[src/rtsfe_pkg.sv]
package rtsfe_pkg;

    localparam logic [7:0] SYNC_BYTE     = 8'hA7;
    localparam logic [7:0] LIFT_EXT_BYTE = 8'hC4;
    localparam logic [7:0] STEP_EXT_BYTE = 8'h84;
    localparam logic [7:0] LIFT_UP_B8    = 8'h20;
    localparam logic [7:0] LIFT_DN_B8    = 8'h2C;
    localparam logic [7:0] LIFT_OTH_B8   = 8'h00;
    localparam logic [3:0] LIFT_UP_B9HI  = 4'h0;
    localparam logic [3:0] LIFT_DN_B9HI  = 4'h8;
    localparam logic [3:0] LIFT_OTH_B9HI = 4'h1;
    localparam logic [3:0] STEP_B8HI     = 4'h3;
    localparam logic [6:0] STEP_MIN      = 7'd1;
    localparam logic [6:0] STEP_MAX      = 7'h7F;

    localparam int FRAME_BYTES = 10;
    localparam logic [3:0] SHORT_LAST = 4'd6;
    localparam logic [3:0] LONG_LAST  = 4'd9;

    localparam int CFG_AW = 3;
    localparam int CFG_DW = 24;

    typedef enum logic [CFG_AW-1:0] {
        REG_REMOTE_ADDR = 3'd0,
        REG_LONG_FRAMES = 3'd1,
        REG_UP_BUTTON   = 3'd2,
        REG_DOWN_BUTTON = 3'd3,
        REG_STEP_BUTTON = 3'd4
    } t_cfg_idx;

    typedef struct packed {
        logic [23:0] remote_address;
        logic        long_frames;
        logic [3:0]  up_button;
        logic [3:0]  down_button;
        logic [3:0]  step_button;
    } t_cfg;

    typedef struct packed {
        logic [FRAME_BYTES-1:0][7:0] bytes;
        logic [3:0]                  last_idx;
    } t_frame;

endpackage

[src/rtsfe_build.sv]
module rtsfe_build
    import rtsfe_pkg::*;
(
    input  logic        i_clk,
    input  logic        i_rst_n,
    input  t_cfg        i_cfg,
    input  logic        i_start,
    output logic        o_busy,
    input  logic        i_cmd,
    input  logic [3:0]  i_button,
    input  logic [15:0] i_rolling_code,
    input  logic [7:0]  i_step_count,
    input  logic        i_step_up,
    output logic        o_valid,
    output t_frame      o_frame,
    input  logic        i_ready
);

    // stage 1: captured request
    logic        r_s1_valid;
    logic        r_s1_cmd;
    logic [3:0]  r_s1_button;
    logic [15:0] r_s1_code;
    logic [7:0]  r_s1_steps;
    logic        r_s1_up;

    // stage 2: raw base bytes, checksum, extension bytes
    logic                  r_s2_valid;
    logic [6:0][7:0]       r_s2_base;
    logic [7:0]            r_s2_e7;
    logic [7:0]            r_s2_e8;
    logic [3:0]            r_s2_e9hi;
    logic [3:0]            r_s2_last;

    // stage 3: finished frame
    logic   r_s3_valid;
    t_frame r_s3_frame;

    logic s3_adv, s2_free, s1_free;

    assign s3_adv  = r_s3_valid && i_ready;
    assign s2_free = !r_s2_valid || !r_s3_valid || s3_adv;
    assign s1_free = !r_s1_valid || s2_free;
    assign o_busy  = !s1_free;

    always_ff @(posedge i_clk) begin
        if (!i_rst_n) begin
            r_s1_valid <= 1'b0;
        end else if (s1_free) begin
            // zero rolling code: nothing to send
            r_s1_valid <= i_start && (i_rolling_code != 16'd0);
        end
    end

    always_ff @(posedge i_clk) begin
        if (s1_free) begin
            r_s1_cmd    <= i_cmd;
            r_s1_button <= i_button;
            r_s1_code   <= i_rolling_code;
            r_s1_steps  <= i_step_count;
            r_s1_up     <= i_step_up;
        end
    end

    logic [3:0] s2_btn;
    logic [6:0] s2_steps;
    logic [3:0] s2_ck;
    logic [6:0][7:0] n_s2_base;
    logic [7:0] n_s2_e7, n_s2_e8;
    logic [3:0] n_s2_e9hi;

    always_comb begin
        s2_btn = r_s1_cmd ? i_cfg.step_button : r_s1_button;
        if (r_s1_steps == 8'd0) begin
            s2_steps = STEP_MIN;
        end else if (r_s1_steps[7]) begin
            s2_steps = STEP_MAX;
        end else begin
            s2_steps = r_s1_steps[6:0];
        end
        s2_ck = SYNC_BYTE[7:4] ^ SYNC_BYTE[3:0] ^ s2_btn
              ^ r_s1_code[15:12] ^ r_s1_code[11:8] ^ r_s1_code[7:4] ^ r_s1_code[3:0]
              ^ i_cfg.remote_address[23:20] ^ i_cfg.remote_address[19:16]
              ^ i_cfg.remote_address[15:12] ^ i_cfg.remote_address[11:8]
              ^ i_cfg.remote_address[7:4]   ^ i_cfg.remote_address[3:0];
        n_s2_base[0] = SYNC_BYTE;
        n_s2_base[1] = {s2_btn, s2_ck};
        n_s2_base[2] = r_s1_code[15:8];
        n_s2_base[3] = r_s1_code[7:0];
        n_s2_base[4] = i_cfg.remote_address[23:16];
        n_s2_base[5] = i_cfg.remote_address[15:8];
        n_s2_base[6] = i_cfg.remote_address[7:0];
        if (r_s1_cmd) begin
            n_s2_e7   = STEP_EXT_BYTE;
            n_s2_e8   = {STEP_B8HI, r_s1_up, s2_steps[6:4]};
            n_s2_e9hi = s2_steps[3:0];
        end else begin
            n_s2_e7 = LIFT_EXT_BYTE;
            // up wins when up and down codes match
            if (r_s1_button == i_cfg.up_button) begin
                n_s2_e8   = LIFT_UP_B8;
                n_s2_e9hi = LIFT_UP_B9HI;
            end else if (r_s1_button == i_cfg.down_button) begin
                n_s2_e8   = LIFT_DN_B8;
                n_s2_e9hi = LIFT_DN_B9HI;
            end else begin
                n_s2_e8   = LIFT_OTH_B8;
                n_s2_e9hi = LIFT_OTH_B9HI;
            end
        end
    end

    always_ff @(posedge i_clk) begin
        if (!i_rst_n) begin
            r_s2_valid <= 1'b0;
        end else if (s2_free) begin
            r_s2_valid <= r_s1_valid;
        end
    end

    always_ff @(posedge i_clk) begin
        if (s2_free) begin
            r_s2_base  <= n_s2_base;
            r_s2_e7    <= n_s2_e7;
            r_s2_e8    <= n_s2_e8;
            r_s2_e9hi  <= n_s2_e9hi;
            r_s2_last  <= (r_s1_cmd || i_cfg.long_frames) ? LONG_LAST : SHORT_LAST;
        end
    end

    t_frame     n_s3_frame;
    logic [3:0] s3_ext_ck;

    always_comb begin
        n_s3_frame.bytes[0] = r_s2_base[0];
        for (int i = 1; i < 7; i++) begin
            n_s3_frame.bytes[i] = r_s2_base[i] ^ n_s3_frame.bytes[i-1];
        end
        s3_ext_ck = r_s2_e7[7:4] ^ r_s2_e7[3:0] ^ r_s2_e8[7:4] ^ r_s2_e8[3:0] ^ r_s2_e9hi;
        n_s3_frame.bytes[7] = r_s2_e7;
        n_s3_frame.bytes[8] = r_s2_e8;
        n_s3_frame.bytes[9] = {r_s2_e9hi, s3_ext_ck};
        n_s3_frame.last_idx = r_s2_last;
    end

    always_ff @(posedge i_clk) begin
        if (!i_rst_n) begin
            r_s3_valid <= 1'b0;
        end else if (!r_s3_valid || s3_adv) begin
            r_s3_valid <= r_s2_valid;
        end
    end

    always_ff @(posedge i_clk) begin
        if (!r_s3_valid || s3_adv) begin
            r_s3_frame <= n_s3_frame;
        end
    end

    assign o_valid = r_s3_valid;
    assign o_frame = r_s3_frame;

    a_s3_hold: assert property (@(posedge i_clk) disable iff (!i_rst_n)
        r_s3_valid && !i_ready |=> r_s3_valid && $stable(r_s3_frame))
        else $error("stalled frame changed");

    a_s2_hold: assert property (@(posedge i_clk) disable iff (!i_rst_n)
        r_s2_valid && !s2_free |=> r_s2_valid && $stable(r_s2_base))
        else $error("stage 2 lost its item");

    a_busy_hold: assert property (@(posedge i_clk) disable iff (!i_rst_n)
        o_busy |=> r_s1_valid && $stable(r_s1_code))
        else $error("stage 1 changed while busy");

endmodule

[src/rtsfe_serial.sv]
module rtsfe_serial
    import rtsfe_pkg::*;
(
    input  logic       i_clk,
    input  logic       i_rst_n,
    input  logic       i_valid,
    input  t_frame     i_frame,
    output logic       o_ready,
    output logic       o_valid,
    output logic [7:0] o_frame_byte,
    output logic [3:0] o_byte_index,
    output logic       o_last
);

    logic                        r_active;
    logic [3:0]                  r_idx;
    logic [3:0]                  r_last_idx;
    logic [FRAME_BYTES-1:0][7:0] r_shift;

    logic at_end, load;

    assign at_end  = (r_idx == r_last_idx);
    assign o_ready = !r_active || at_end;
    assign load    = i_valid && o_ready;

    always_ff @(posedge i_clk) begin
        if (!i_rst_n) begin
            r_active <= 1'b0;
            r_idx    <= 4'd0;
        end else if (load) begin
            r_active <= 1'b1;
            r_idx    <= 4'd0;
        end else if (r_active) begin
            r_active <= !at_end;
            r_idx    <= r_idx + 4'd1;
        end
    end

    // the byte being sent always sits at the bottom of the shift line; a load puts byte 0 there
    always_ff @(posedge i_clk) begin
        if (load) begin
            r_shift    <= i_frame.bytes;
            r_last_idx <= i_frame.last_idx;
        end else if (r_active) begin
            r_shift <= {8'h00, r_shift[FRAME_BYTES-1:1]};
        end
    end

    assign o_valid      = r_active;
    assign o_frame_byte = r_shift[0];
    assign o_byte_index = r_idx;
    assign o_last       = r_active && at_end;

    a_first_sync: assert property (@(posedge i_clk) disable iff (!i_rst_n)
        o_valid && o_byte_index == 4'd0 |-> o_frame_byte == SYNC_BYTE)
        else $error("frame does not open with sync byte");

    a_index_step: assert property (@(posedge i_clk) disable iff (!i_rst_n)
        r_active && !at_end |=> r_active && r_idx == $past(r_idx) + 4'd1)
        else $error("byte index skipped");

    a_frame_len: assert property (@(posedge i_clk) disable iff (!i_rst_n)
        r_active |-> r_last_idx == SHORT_LAST || r_last_idx == LONG_LAST)
        else $error("bad frame length");

endmodule

[src/rts_rolling_code_frame_encoder_top.sv]
// Rolling-code remote frame encoder. Hold start high with a request until an edge where
// busy is low takes it; the block answers with the frame one byte per cycle on
// o_frame_byte, each byte marked by o_valid for exactly one cycle, o_byte_index giving
// its position and o_last flagging the final byte. Frames are 7 bytes (lift, short) or
// 10 bytes (lift with long frames enabled, all step frames); a zero rolling code produces
// no bytes. The receiver cannot stall: every strobed byte must be taken. An accepted
// request passes the three build stages into the byte serializer, which takes the
// next frame while sending the current one's last byte, so the one-byte-per-cycle
// output sets the sustained rate. Requests queue in the three build stages; busy rises
// only when they are all full. The user must write configuration registers through
// i_cfg_we/i_cfg_addr/i_cfg_wdata only while no frame is in flight; nothing enforces it.
module rts_rolling_code_frame_encoder_top
    import rtsfe_pkg::*;
(
    input  logic              i_clk,
    input  logic              i_rst_n,
    input  logic              i_cfg_we,
    input  logic [CFG_AW-1:0] i_cfg_addr,
    input  logic [CFG_DW-1:0] i_cfg_wdata,
    input  logic              start,
    output logic              busy,
    input  logic              i_cmd,
    input  logic [3:0]        i_button,
    input  logic [15:0]       i_rolling_code,
    input  logic [7:0]        i_step_count,
    input  logic              i_step_up,
    output logic              o_valid,
    output logic [7:0]        o_frame_byte,
    output logic [3:0]        o_byte_index,
    output logic              o_last
);

    t_cfg   r_cfg;
    logic   bld_valid;
    t_frame bld_frame;
    logic   ser_ready;

    always_ff @(posedge i_clk) begin
        if (!i_rst_n) begin
            r_cfg.remote_address <= 24'd0;
            r_cfg.long_frames    <= 1'b0;
            r_cfg.up_button      <= 4'd2;
            r_cfg.down_button    <= 4'd4;
            r_cfg.step_button    <= 4'd0;
        end else if (i_cfg_we) begin
            case (t_cfg_idx'(i_cfg_addr))
                REG_REMOTE_ADDR: r_cfg.remote_address <= i_cfg_wdata;
                REG_LONG_FRAMES: r_cfg.long_frames    <= i_cfg_wdata[0];
                REG_UP_BUTTON:   r_cfg.up_button      <= i_cfg_wdata[3:0];
                REG_DOWN_BUTTON: r_cfg.down_button    <= i_cfg_wdata[3:0];
                REG_STEP_BUTTON: r_cfg.step_button    <= i_cfg_wdata[3:0];
                default: ;
            endcase
        end
    end

    rtsfe_build u_build (
        .i_clk          (i_clk),
        .i_rst_n        (i_rst_n),
        .i_cfg          (r_cfg),
        .i_start        (start),
        .o_busy         (busy),
        .i_cmd          (i_cmd),
        .i_button       (i_button),
        .i_rolling_code (i_rolling_code),
        .i_step_count   (i_step_count),
        .i_step_up      (i_step_up),
        .o_valid        (bld_valid),
        .o_frame        (bld_frame),
        .i_ready        (ser_ready)
    );

    rtsfe_serial u_serial (
        .i_clk        (i_clk),
        .i_rst_n      (i_rst_n),
        .i_valid      (bld_valid),
        .i_frame      (bld_frame),
        .o_ready      (ser_ready),
        .o_valid      (o_valid),
        .o_frame_byte (o_frame_byte),
        .o_byte_index (o_byte_index),
        .o_last       (o_last)
    );

endmodule
[config.mk]
export PLATFORM = sky130hd
export DESIGN_NAME = rts_rolling_code_frame_encoder_top
export DESIGN_NICKNAME = d
export VERILOG_FILES = /design/src/rtsfe_pkg.sv /design/src/rtsfe_build.sv /design/src/rtsfe_serial.sv /design/src/rts_rolling_code_frame_encoder_top.sv
export SDC_FILE = /design/constraint.sdc
export NUM_CORES = 1
export LEC_CHECK = 0
export ABC_AREA = 0
export BUFFER_PORTS_ARGS = -buffer_cell sky130_fd_sc_hd__buf_4
export CAP_MARGIN = 20
export CORE_AREA = 4 4 148 150
export DETAILED_ROUTE_END_ITERATION = 8
export DIE_AREA = 0 0 152 154
export PLACE_DENSITY = 0.7
export SKIP_LAST_GASP = 1
export SYNTH_ARGS = -nofsm -noshare
export SYNTH_HDL_FRONTEND = slang
export SYNTH_SLANG_ARGS = --single-unit
[constraint.sdc]
create_clock -name i_clk -period 3.5 [get_ports i_clk]
set_input_delay 0.35 -clock i_clk [delete_from_list [all_inputs] [get_ports i_clk]]
set_output_delay 0.35 -clock i_clk [all_outputs]
set_load 0.02 [all_outputs]
==> metrics.csv, run 1 <==
metric;value;unit
RSZ-0062 raised after global routing;no;
layout cells sized above 1;24.91;%
Post-synth EDFFs;238;
Pwr Density;576.8;nW/um^2
Die Span Y;154;microns
Avg Cell Area, Syn;16.75;sq um
Finished Layout Cells;1066;
Max-slew headroom;46.91;%
synth cell count leaders;edfxtp_1, nand2_1, xnor2_1;
fin crit period;2.436;ns
final setup margin;1.064;ns
min-delay worst type;in2reg;
most numerous cell in the Yosys netlist;edfxtp_1;
GPL Wtd Cong;0.8118;
via count;5406;
num rows;53;
grt total ovfl;0;
peak supply drop;452.5;uV
H-tree depth;1;
Via density;5.071;
drt wl/cell;17.29;microns
post-synth cell types;43;
Synth async-reset ratio;0;%
worst path required time;3.75;ns
Synth area leaders;edfxtp_1, dfxtp_1, xnor2_1;
CTS max path bufs;3;
CP Capture Type;register;
root buffer cell;clkbuf_16;
n_diodes;0;
number of CTS-inserted buffers;27;
violation count after the first detailed-route iteration;300;
Post-Syn Area;11170;sq um
R2R depth;5;
CTS resizes;0;
vias in the first global route;5594;
port bufs;75;
final hold vios;0;
Slew @ Worst Pin;0.7963;ns
yosys warns;0;
# Post-CTS Setup Buffers;0;
TNS Setup;0;ns
sequential element share of the synthesized area;72.05;%
Clock Sinks;283;
status;finished, final reports clean;
Die Span X;152;microns
syn nets;729;
pin count of the biggest net entering global routing;81;
first-pass GRT wire length;29.88;mm
hold depth;1;
# DRC;0;
Max Cap Violations;0;
total wire length;18.43;mm
Post-Place Setup Slack;1.076;ns
WP data arrival;2.69;ns
Final ANT Viol Nets;0;
Most used DFF post-synth;edfxtp_1;
fmax;410.5;MHz
Area growth, synth to finish;17.22;%
Synth area leader;edfxtp_1;
area of the core;20690;sq um
Top-Level Pins;76;
initial antenna violation count;0;
fin. max-slew vios;0;
worst skew pair latency;0.51;ns
crit share post-route;69.60;%
Mapped Cells;667;
number of nets in the layout;833;
iteration count of the initial detailed-routing pass;5;
TritonCTS clock tree;yes;
GRT Util Overall;15.66;%
Worst setup SP type;register;
crit-path max FO;28;
CTS clk-pin slew, worst paths;0.06;ns
Worst Path Class, Setup;reg2reg;
die area;23410;sq um
Finish-stage setup viols;0;
starting density of the core;53.99;%
leak pwr;4.912;nW
DP HPWL;12.48;mm
flops & latches, synth;283;
reg-to-reg slack, setup;1.06;ns
Cells after DPL;992;
Setup Skew;0.007852;ns
share of the synthesized area in the top cell type;63.99;%
cells in the final DEF (no fill, tap or decap), types with 2 or more instances in the layout:
cell,netlist,layout
clkbuf_1,15,5
a41oi_1,2,2
edfxtp_1,238,238
nor2b_1,21,21
nor4_1,5,5
mux2i_1,13,13
clkbuf_8,0,5
inv_1,14,13
mux2_2,39,39
a21boi_0,25,25
nor3b_1,5,5
xor3_1,3,3
or2_2,9,8
dlygate4sd3_1,0,24
xnor2_1,53,53
o21ai_0,3,3
clkinv_1,0,3
nor2_1,5,5
buf_12,2,2
clkbuf_16,0,27
xnor3_1,9,9
mux2_4,20,20
o21a_1,6,6
clkinv_2,0,4
bufinv_16,0,2
and2_1,11,11
nand2_1,60,59
buf_4,12,80
clkinvlp_4,0,3
nor3_1,2,2
nand3_1,4,4
dfxtp_1,45,45
xor2_1,29,29
metal layers:
metal  vias to the layer above  share of wire, %  global-route usage [%]
met1                      2626                46                   22.61
met2                       154                48                   25.02
met5                         -                 0                       0
met4                         0               1.6                   4.067
met3                        25               4.9                   2.758
li1                       2601                 -                       -
critical path: stages, from the launching register on:
cell and delay [ns]:
dfxtp_1 0.44, or3_4 0.18, a22oi_4 0.09, nor3b_1 0.52
nand2_2 0.52, buf_4 0.40
stage by stage:
stage	util [%]	cell area [sq um]	hold WS (ns)	total power, mW
CTS	62.81	13000	0.0001653	7.612
floorplan	-	11170	0.4003	4.559
global route	63.28	13090	0.0005756	7.854
finish	63.28	13090	0.02433	7.552
detailed placement	57.75	11950	0.4086	4.765
global placement	57.75	11950	0.4166	4.739
timing repair:
item / in CTS / in global routing
setup endpoints to repair: 0 / 0
endpoints found under the hold margin: 17 / 7
hold buffers: 17 / 7
path summary, 6_finish.rpt:
path	startpoint	end
min reg2reg	u_build.r_s2_last[0]	u_build.o_frame[0]
min	i_rolling_code[1]	u_build.r_s1_code[1]
max	u_serial.o_byte_index[0]	u_build.r_s2_base[23]
max reg2reg	u_serial.o_byte_index[0]	u_build.r_s2_base[23]
report_power, final:
part / leakage [nW] / switching (mW) / internal, mW
Sequential: 2.83 / 0.138 / 4.02
Clock: 0.424 / 1.17 / 1.67
Combinational: 1.66 / 0.235 / 0.320
final cells by class:
type                       instances  area (sq um)
tap                              275         344.1
sequential                       283          8048
fill                            1451          7597
multi-input combinational        338          2863
clock inverter                    12         113.9
timing repair buffer             107         908.4
inverter                          14         52.55
clock buffer                      37         763.2
cells by family after synthesis:
group                    share of synthesized area (%)
flip-flops                                       72.05
multiplexers                                     7.785
adder cells (fa/ha/maj)                         0.1120
AO/OA/AOI/OAI                                    2.890
XOR/XNOR                                         8.883
buffers and inverters                            2.363
AND/OR/NAND/NOR                                  5.915
state kept, by name (all words and copies together), names as in the netlist:
name / count
u_build.r_s1_up: 1
u_build.r_s1_valid: 1
u_build.r_s1_cmd: 1
u_build.r_s1_code: 16
u_build.o_valid: 1
u_serial.r_last_idx: 2
u_build.r_s2_e9hi: 4
u_serial.r_shift: 72
u_build.r_s1_button: 4
u_build.r_s2_e8: 6
u_serial.o_byte_index: 4
r_cfg: 37
u_build.r_s2_last: 2
u_serial.o_frame_byte: 8
u_build.r_s2_base: 48
u_build.r_s1_steps: 8
u_build.r_s2_e7: 1
u_serial.o_valid: 1
u_build.o_frame: 65
u_build.r_s2_valid: 1
(Power assumes the default switching activity.)
==> run 2: changes to the inputs <==
--- a/config.mk
+++ b/config.mk
@@ -8,10 +8,10 @@
 export ABC_AREA = 0
 export BUFFER_PORTS_ARGS = -buffer_cell sky130_fd_sc_hd__buf_4
 export CAP_MARGIN = 20
-export CORE_AREA = 4 4 148 150
+export CORE_AREA = 4 4 149 151
 export DETAILED_ROUTE_END_ITERATION = 8
-export DIE_AREA = 0 0 152 154
-export PLACE_DENSITY = 0.7
+export DIE_AREA = 0 0 153 155
+export PLACE_DENSITY = 0.72
 export SKIP_LAST_GASP = 1
 export SYNTH_ARGS = -nofsm -noshare
 export SYNTH_HDL_FRONTEND = slang
==> constraint.sdc (replaced) <==
create_clock -name i_clk -period 2.2 [get_ports i_clk]
set_input_delay 0.22 -clock i_clk [delete_from_list [all_inputs] [get_ports i_clk]]
set_output_delay 0.22 -clock i_clk [all_outputs]
set_load 0.02 [all_outputs]
==> run 2 against run 1 <==
Net effect:
- final area rose by 4.7%
- register-to-register slack got worse by 0.95 ns
- clock power rose by 82%
- global-route usage rose by 1.3 points
- total power rose by 69%
- setup slack got worse by 1.0 ns
- sequential share of layout area fell by 2.6 points
- utilization rose by 2.5 points
- clock skew rose by 0.0039 ns
- final cell count rose by 4.1%
- critical path depth rose by 1
- via count rose by 3.9%
- critical endpoint is now busy
- highest routed layer unchanged
==> metrics.csv, run 2 (synthesis gave the netlist of run 1 again) <==
metric;value;unit;change
# DRC;0;;unchanged
final setup margin;0.05677;ns;-1.007 ns
number of nets in the layout;875;;+5.0%
Worst Setup SP;u_serial.r_last_idx[0];;
fin. max-slew vios;0;;unchanged
area of the core;20820;sq um;+0.64%
number of CTS-inserted buffers;28;;+3.7%
Die Span Y;155;microns;+0.65%
internal power;10.12;mW;+68%
worst hold path startpoint;i_cfg_addr[1];;
Post-Place Setup Slack;0.1580;ns;-0.9182 ns
via count;5617;;+3.9%
root buffer cell;clkbuf_16;;
switching share of total power;20.54;%;+0.12 points
Clk pwr share;40.5;%;+2.9 points
most common cell after layout, fill and taps aside;edfxtp_1;;
max reg flops;72;;unchanged
Via density;5.060;;-0.22%
Sequential Power Share;52.0;%;-3.1 points
final hold vios;0;;unchanged
violation count after the first detailed-route iteration;348;;+16%
drt wl/cell;18.02;microns;+4.2%
Core Util, Final;65.80;%;+2.5 points
Max Cap Violations;0;;unchanged
Finished Layout Cells;1110;;+4.1%
fmax;466.6;MHz;
WP data arrival;1.92;ns;-0.77 ns
NetSw;2.617;mW;+70%
Area growth, synth to finish;22.67;%;
initial antenna violation count;0;;unchanged
n_diodes;0;;unchanged
Worst Path Class, Setup;reg2out;;
CP Capture Type;output port;;
R2R Path Start;u_serial.o_byte_index[0];;
TNS Setup;0;ns;unchanged
H-tree depth;1;;unchanged
min-delay worst type;in2reg;;
iteration count of the initial detailed-routing pass;4;;-1
Worst setup SP type;register;;
DP HPWL;12.87;mm;+3.1%
Setup Skew;0.01170;ns;+0.003851 ns
worst path required time;1.98;ns;-1.77 ns
leak pwr;5.188;nW;+5.6%
first-pass GRT wire length;31.82;mm;+6.5%
Die Span X;153;microns;+0.66%
worst skew pair latency;0.53;ns;+0.02 ns
GRT Util Overall;16.92;%;+1.3 points
num rows;53;;unchanged
crit-path max FO;4;;-86%
Final ANT Viol Nets;0;;unchanged
fillers;1373;;-5.4%
pin count of the biggest net entering global routing;50;;-38%
vias in the first global route;5937;;+6.1%
Clock Sinks;283;;unchanged
Cells after DPL;1002;;+1.0%
total wire length;20.00;mm;+8.5%
Finish-stage setup viols;0;;unchanged
Slew @ Worst Pin;0.7378;ns;-0.05848 ns
Top-Level Pins;76;;unchanged
RSZ-0062 raised after global routing;no;;
status;finished, final reports clean;;
die area;23720;sq um;+1.3%
GPL Wtd Cong;0.7964;;-1.9%
layout cells sized above 1;26.95;%;+2.0 points
Reg with most FFs;u_serial.r_shift;;
Pwr Density;929.7;nW/um^2;+61%
CTS max path bufs;3;;unchanged
most frequent cells in the layout;edfxtp_1, buf_4, nand2_1, dlygate4sd3_1, xnor2_1;;
Max-slew headroom;50.69;%;+3.8 points
port bufs;75;;unchanged
fin crit period;2.143;ns;
starting density of the core;53.64;%;-0.34 points
TritonCTS clock tree;yes;;
crit share post-route;97.42;%;
CTS clk-pin slew, worst paths;0.06;ns;about the same
peak supply drop;666.0;uV;+47%
Comb power frac;7.5;%;about the same
grt total ovfl;0;;unchanged
[run 2: cell types whose count changed in the layout (fill, tap and decap cells not counted), sizes merged]
cell,previous run,this run
dlygate4sd3,24,54
buf,83,94
clkbuf,37,40
bufinv,2,4
clkinv,7,5
[run 2: timing repair]
action	in CTS	in global routing
pin swaps	0	1
endpoints found under the hold margin	60	0
buffers inserted	0	2
gates resized for setup	1	3
endpoints found under the setup margin	1	1
hold buffers	54	0
[run 2: layer usage]
layer	global-route usage, %	vias up	share of wire (%)
met3	3.199	36	4.4
met5	0	-	0
met1	22.11	2752	43
li1	-	2697	-
met2	29.29	132	50
met4	4.837	0	2.4
[run 2: stage by stage]
step / total power [mW] / instance area (sq um) / hold WS, ns
after floorplan: 7.251 / 11220 / 0.3189
after global placement: 7.552 / 12100 / 0.3981
after detailed placement: 7.597 / 12100 / 0.3995
after CTS: 12.78 / 13680 / 0.0001408
after global routing: 13.17 / 13700 / 0.02351
final: 12.74 / 13700 / 0.02248
[run 2: path summary, 6_finish.rpt]
check | cells after the start | to | slack [ns]
min reg2reg | 0 | u_serial.r_last_idx[2] | 0.41
max | 6 | busy | 0.06
max reg2reg | 5 | u_serial.r_shift[9] | 0.11
min | 3 | r_cfg[12] | 0.02
[run 2: critical path, cell delays in order, from the launching register on]
cell	delay (ns)
edfxtp_1	0.39
buf_4	0.15
nand3_1	0.13
a22oi_4	0.10
buf_6	0.13
nor3_2	0.29
buf_4	0.21
[run 2: final cells by class]
class / instances / area, sq um / share of cell area, %
flip-flops and latches: 283 / 8066 / 58.87
multi-input cells: 338 / 2887 / 21.07
repair buffers: 148 / 1316 / 9.606
clock buffers: 40 / 849.6 / 6.200
well taps: 275 / 344.1 / 2.511
clock inverters: 12 / 182.7 / 1.333
inverters: 14 / 56.30 / 0.4109
[run 2: power by group through the flow]
| stage | registers [mW] | clock network, mW | logic [mW] |
|---|---|---|---|
| after CTS | 6.63 | 5.20 | 0.944 |
| after global placement | 6.72 | 0 | 0.834 |
| after detailed placement | 6.74 | 0 | 0.860 |
| after global routing | 6.68 | 5.46 | 1.03 |
| final | 6.63 | 5.16 | 0.952 |
| after floorplan | 6.62 | 0 | 0.627 |
